--- src/rtl/ctnms_pkg.sv ---
// Package for the corner threshold and 3x3 non-maximum suppression core.
// Holds sizes, register codes, reset values and shared types.
// Depends on nothing; every module of the core imports it.
package ctnms_pkg;

    // Frame and pixel sizes.
    localparam int WIDTH_LIMIT  = 2048;
    localparam int HEIGHT_LIMIT = 4096;
    localparam int RESP_BITS    = 16;
    localparam int FRAC_BITS    = 8;
    localparam int INT_BITS     = RESP_BITS - FRAC_BITS;

    localparam int COL_W  = $clog2(WIDTH_LIMIT);
    localparam int ROW_W  = $clog2(HEIGHT_LIMIT);
    localparam int SIZE_W = ROW_W + 2;

    // Configuration port.
    localparam int CFG_IDX_W  = 2;
    localparam int CFG_DATA_W = 13;
    localparam int WIDTH_W    = 12;
    localparam int HEIGHT_W   = 13;
    localparam int THR_W      = 8;

    typedef enum logic [CFG_IDX_W-1:0] {
        REG_IMAGE_WIDTH  = 2'd0,
        REG_IMAGE_HEIGHT = 2'd1,
        REG_THRESHOLD    = 2'd2
    } cfg_reg_t;

    // Reset values, kept as last column and last row indexes.
    localparam logic [COL_W-1:0] RESET_COL_LAST  = COL_W'(640 - 1);
    localparam logic [ROW_W-1:0] RESET_ROW_LAST  = ROW_W'(480 - 1);
    localparam logic [THR_W-1:0] RESET_THRESHOLD = THR_W'(128);

    typedef logic [RESP_BITS-1:0] resp_t;
    typedef logic [COL_W-1:0]     col_t;
    typedef logic [ROW_W-1:0]     row_t;

    // Keypoint candidates of one window, in raster order.
    typedef struct packed {
        logic corner;   // bottom-right center, last row and last column
        logic below;    // center on the last row
        logic right;    // center in the last column
        logic center;   // ordinary center, one row and one column back
    } hits_t;

endpackage

--- src/rtl/ctnms_nms.sv ---
// Threshold and 3x3 non-maximum suppression of the current window.
// Evaluates the four possible centers of one window in parallel.
// Depends on ctnms_pkg.
module ctnms_nms
    import ctnms_pkg::*;
(
    input  resp_t             win [9],
    input  col_t              col,
    input  row_t              row,
    input  col_t              col_last,
    input  row_t              row_last,
    input  logic [THR_W-1:0]  threshold,
    output hits_t             hits
);

    // Window row and column of each of the four candidate centers.
    localparam logic [1:0] CEN_I [4] = '{2'd1, 2'd1, 2'd2, 2'd2};
    localparam logic [1:0] CEN_J [4] = '{2'd1, 2'd2, 2'd1, 2'd2};

    logic [2:0] row_ok;
    logic [2:0] col_ok;
    logic [3:0] peak;

    // Window cells left of column 0 or above row 0 are ignored.
    always_comb
    begin
        row_ok = {1'b1, (row != '0), (row > row_t'(1))};
        col_ok = {1'b1, (col != '0), (col > col_t'(1))};
    end

    // Each candidate must clear the threshold and not be beaten by an in-image neighbor.
    always_comb
    begin
        for (int k = 0; k < 4; k++)
        begin
            peak[k] = row_ok[CEN_I[k]] && col_ok[CEN_J[k]] &&
                      (win[CEN_I[k]*3 + CEN_J[k]][RESP_BITS-1:FRAC_BITS] > threshold);
            for (int i = 0; i < 3; i++)
            begin
                for (int j = 0; j < 3; j++)
                begin
                    if (((i + 1) >= CEN_I[k]) && (i <= (CEN_I[k] + 1)) &&
                        ((j + 1) >= CEN_J[k]) && (j <= (CEN_J[k] + 1)) &&
                        row_ok[i] && col_ok[j] &&
                        (win[i*3 + j] > win[CEN_I[k]*3 + CEN_J[k]]))
                    begin
                        peak[k] = 1'b0;
                    end
                end
            end
        end
    end

    // Edge centers only complete at the end of a row or on the last row.
    always_comb
    begin
        hits.center = peak[0];
        hits.right  = peak[1] && (col == col_last);
        hits.below  = peak[2] && (row == row_last);
        hits.corner = peak[3] && (col == col_last) && (row == row_last);
    end

endmodule

--- config.mk ---
export PLATFORM = sky130hd
export DESIGN_NAME = ctnms_nms
export DESIGN_NICKNAME = d
export VERILOG_FILES = /design/src/rtl/ctnms_pkg.sv /design/src/rtl/ctnms_nms.sv
export SDC_FILE = /design/constraint.sdc
export NUM_CORES = 1
export LEC_CHECK = 0
export BUFFER_PORTS_ARGS = -buffer_cell sky130_fd_sc_hd__buf_2
export CAP_MARGIN = 20
export CORE_ASPECT_RATIO = 0.7
export CORE_MARGIN = 3
export CORE_UTILIZATION = 50
export DETAILED_ROUTE_END_ITERATION = 6
export PLACE_DENSITY_LB_ADDON = 0.2
export SLEW_MARGIN = 15
export SYNTH_ARGS = -nofsm -noshare
export SYNTH_HDL_FRONTEND = slang
export SYNTH_SLANG_ARGS = --single-unit
--- constraint.sdc ---
create_clock -name vclk -period 1.8
set_input_delay 0 -clock vclk [all_inputs]
set_output_delay 0 -clock vclk [all_outputs]
set_load 0.01 [all_outputs]
==> flow_metrics.env <==
export IMPL_swShare=0.527
export IMPL_grt_pass1_vias=8498
export IMPL_synth_common_cells="272 x ha_1, 109 x a21oi_1, 78 x inv_1, 63 x nand2_1, 54 x nand4_1"
export IMPL_final_hold_viol_count=0
export IMPL_hold_path_class="input pin to output pin"
export IMPL_cp_end_kind="output pin"
export IMPL_postSynthCellCount=824
export IMPL_power_frac_seq=0
export IMPL_seq_area_frac_synth=0
export IMPL_synthesis_area_um2=6400
export IMPL_grt_pass1_wl_um=41200
export IMPL_final_antenna_net_count=0
export IMPL_grt_usage=0.358
export IMPL_worstPathMaxFanout=4
export IMPL_area_growth_pct=57.9
export IMPL_setup_violations=4
export IMPL_drt_iter0_markers=999
export IMPL_drc=0
export IMPL_fin_cells=1376
export IMPL_fin_crit_ns=2.41
export IMPL_timing_hold_ws_ns=0.645
export IMPL_first_pass_iters=7
export IMPL_violations="negative setup slack"
export IMPL_synthesis_nets=1294
export IMPL_total_power_uw=2660
export IMPL_vias_per_cell=6.63
export IMPL_clockPowerShare=0
export IMPL_start_kind="input pin"
export IMPL_synth_cell_type_count=38
export IMPL_drv_slew=0
export IMPL_p_int_uw=1260
export IMPL_coreArea_um2=12100
export IMPL_placed_cell_area_um2=8930
export IMPL_min_to="hits[2]"
export IMPL_row_count=33
export IMPL_netSwitchingPower_uw=1400
export IMPL_worst_slack_ns=-0.606
export IMPL_dp_hpwl_um=22100
export IMPL_yosys_area_top_type_share=0.532
export IMPL_synth_avg_cell_area_um2=7.77
export IMPL_gpl_final_weighted_congestion=0.967
export IMPL_drv_cap=0
export IMPL_p_per_area_nw_per_um2=263
export IMPL_drive_above_1_share=0.434
export IMPL_synth_warnings=0
export IMPL_layout_nets=1689
export IMPL_die_y_um=101
export IMPL_synthTopCellsByArea="ha_1 53%, a21oi_1 8.5%, nand4_1 5.3%, inv_1 4.6%, nand2_1 3.7%"
export IMPL_rsz0062_at_grt="true"
export IMPL_clock_fmax_mhz=416
export IMPL_grt_ovfl_total=0
export IMPL_num_vias=9126
export IMPL_worst_slew_pin_slew_ns=0.542
export IMPL_die_w_um=141
export IMPL_num_fill_cells=698
export IMPL_finalCritPeriodShare=1.34
export IMPL_nClkBuffers=0
export IMPL_relSlewSlack=0.635
export IMPL_cp_required_ns=1.80
export IMPL_initial_utilization=0.529
export IMPL_hp_start="row[0]"
export IMPL_outcome="complete, but fails checks"
export IMPL_post_drt_wl_per_cell_um=23.3
export IMPL_regArea_um2=0
export IMPL_n_sequential_cell=0
export IMPL_final_cell_area_um2=10100
export IMPL_die_area_um2=14200
export IMPL_power_leakage_uw=0.00517
export IMPL_critPathKind="input pin to output pin"
export IMPL_wirelength_um=32100
export IMPL_grt_max_degree=8
export IMPL_yosys_area_top_type="ha_1"
export IMPL_pre_cts_ws_ns=-0.558
export IMPL_yosysMostFrequentCell="ha_1"
export IMPL_top_level_ports=202
export IMPL_dp_cells=1359
export IMPL_numPortBuffers=202
export IMPL_hold_depth=5
export IMPL_power_ir_vdd_worst_mv=0.144
export IMPL_antenna_found_initial=2
export IMPL_cp_arrival_ns=2.41
export IMPL_pwr_share_comb=1.000
==> cell usage in the layout (no fill, tap or decap), types with 3 or more instances in the layout <==
cell type,instances
nand4_1,54
a21oi_2,15
a21oi_1,93
inv_1,47
buf_2,174
clkbuf_4,4
a2111oi_2,6
a211oi_1,7
nor3_2,3
o21a_1,3
inv_4,14
nand2_1,62
buf_4,189
o21ai_1,3
a211oi_2,5
a21o_1,13
xor2_1,23
o21ai_0,28
nor2_1,29
or4_4,9
nor2b_1,18
buf_8,3
ha_1,234
nor3_1,5
nor4_1,10
o211ai_1,15
nand2b_1,5
o21ai_2,7
nand3_1,29
inv_2,12
ha_4,38
buf_6,21
==> power groups by stage <==
stage / Clock (µW) / Sequential (µW) / Combinational [µW]
floorplan: 0 / 0 / 1030
global placement: 0 / 0 / 1950
detailed placement: 0 / 0 / 2030
CTS: 0 / 0 / 2230
global route: 0.000149 / 0 / 2830
finish: 0.000149 / 0 / 2660
==> metrics by stage <==
step,util,setup TNS (ns)
after detailed placement,0.738,-1.82
final,0.835,-1.83
after global placement,0.738,-1.73
after floorplan,-,0
after global routing,0.835,-1.76
after CTS,0.795,-0.956
==> worst max-delay path by stage <==
stage	slack, ns	cells past startpoint	from	to
global placement	-0.53	12	win[25]	hits[2]
detailed placement	-0.56	11	win[57]	hits[1]
floorplan	0.005	9	win[14]	hits[0]
CTS	-0.30	11	win[10]	hits[0]
finish	-0.61	12	win[73]	hits[0]
global route	-0.52	12	win[73]	hits[0]
==> metal layers <==
layer | vias to the layer above | share of wire | track usage | wire length (µm)
met2 | 821 | 0.42 | 0.621 | 13500
met1 | 4041 | 0.36 | 0.442 | 11400
met3 | 301 | 0.13 | 0.0507 | 4210
met5 | - | 0 | 0 | 0
met4 | 0 | 0.093 | 0.164 | 3000
li1 | 3963 | - | - | -
==> worst max-delay path, cell delays in order <==
cell and delay (ns):
buf_8 0.11, buf_4 0.15, ha_1 0.31, nor2b_1 0.15
o21a_1 0.18, o21ai_0 0.43, a21oi_1 0.23, o22ai_1 0.25
buf_4 0.17, a41oi_1 0.04, and4b_1 0.23, buf_2 0.14
==> logic make-up after synthesis <==
group                      synth area share
AOI/OAI and AO/OA                     0.199
adders and majority gates             0.532
xor gates and xnor gates             0.0315
and+or+nand+nor                       0.192
buffers and inverters                0.0457
==> area by class of cell <==
cell class                 instances  area [µm²]  share of cell area
antenna                            2        5.00            0.000495
tap                              157         196              0.0194
timing repair buffer             393        2640               0.261
inverter                          78         357              0.0353
multi-input combinational        746        6910               0.683
==> timing repair <==
item,4_1_cts,5_1_grt
gates cloned,0,0
hold buffers,0,0
setup endpoints to repair,4,4
pin swaps,46,50
gates resized for setup,138,97
buffers inserted,11,4
No activity file was read; power rests on OpenSTA's default activity.
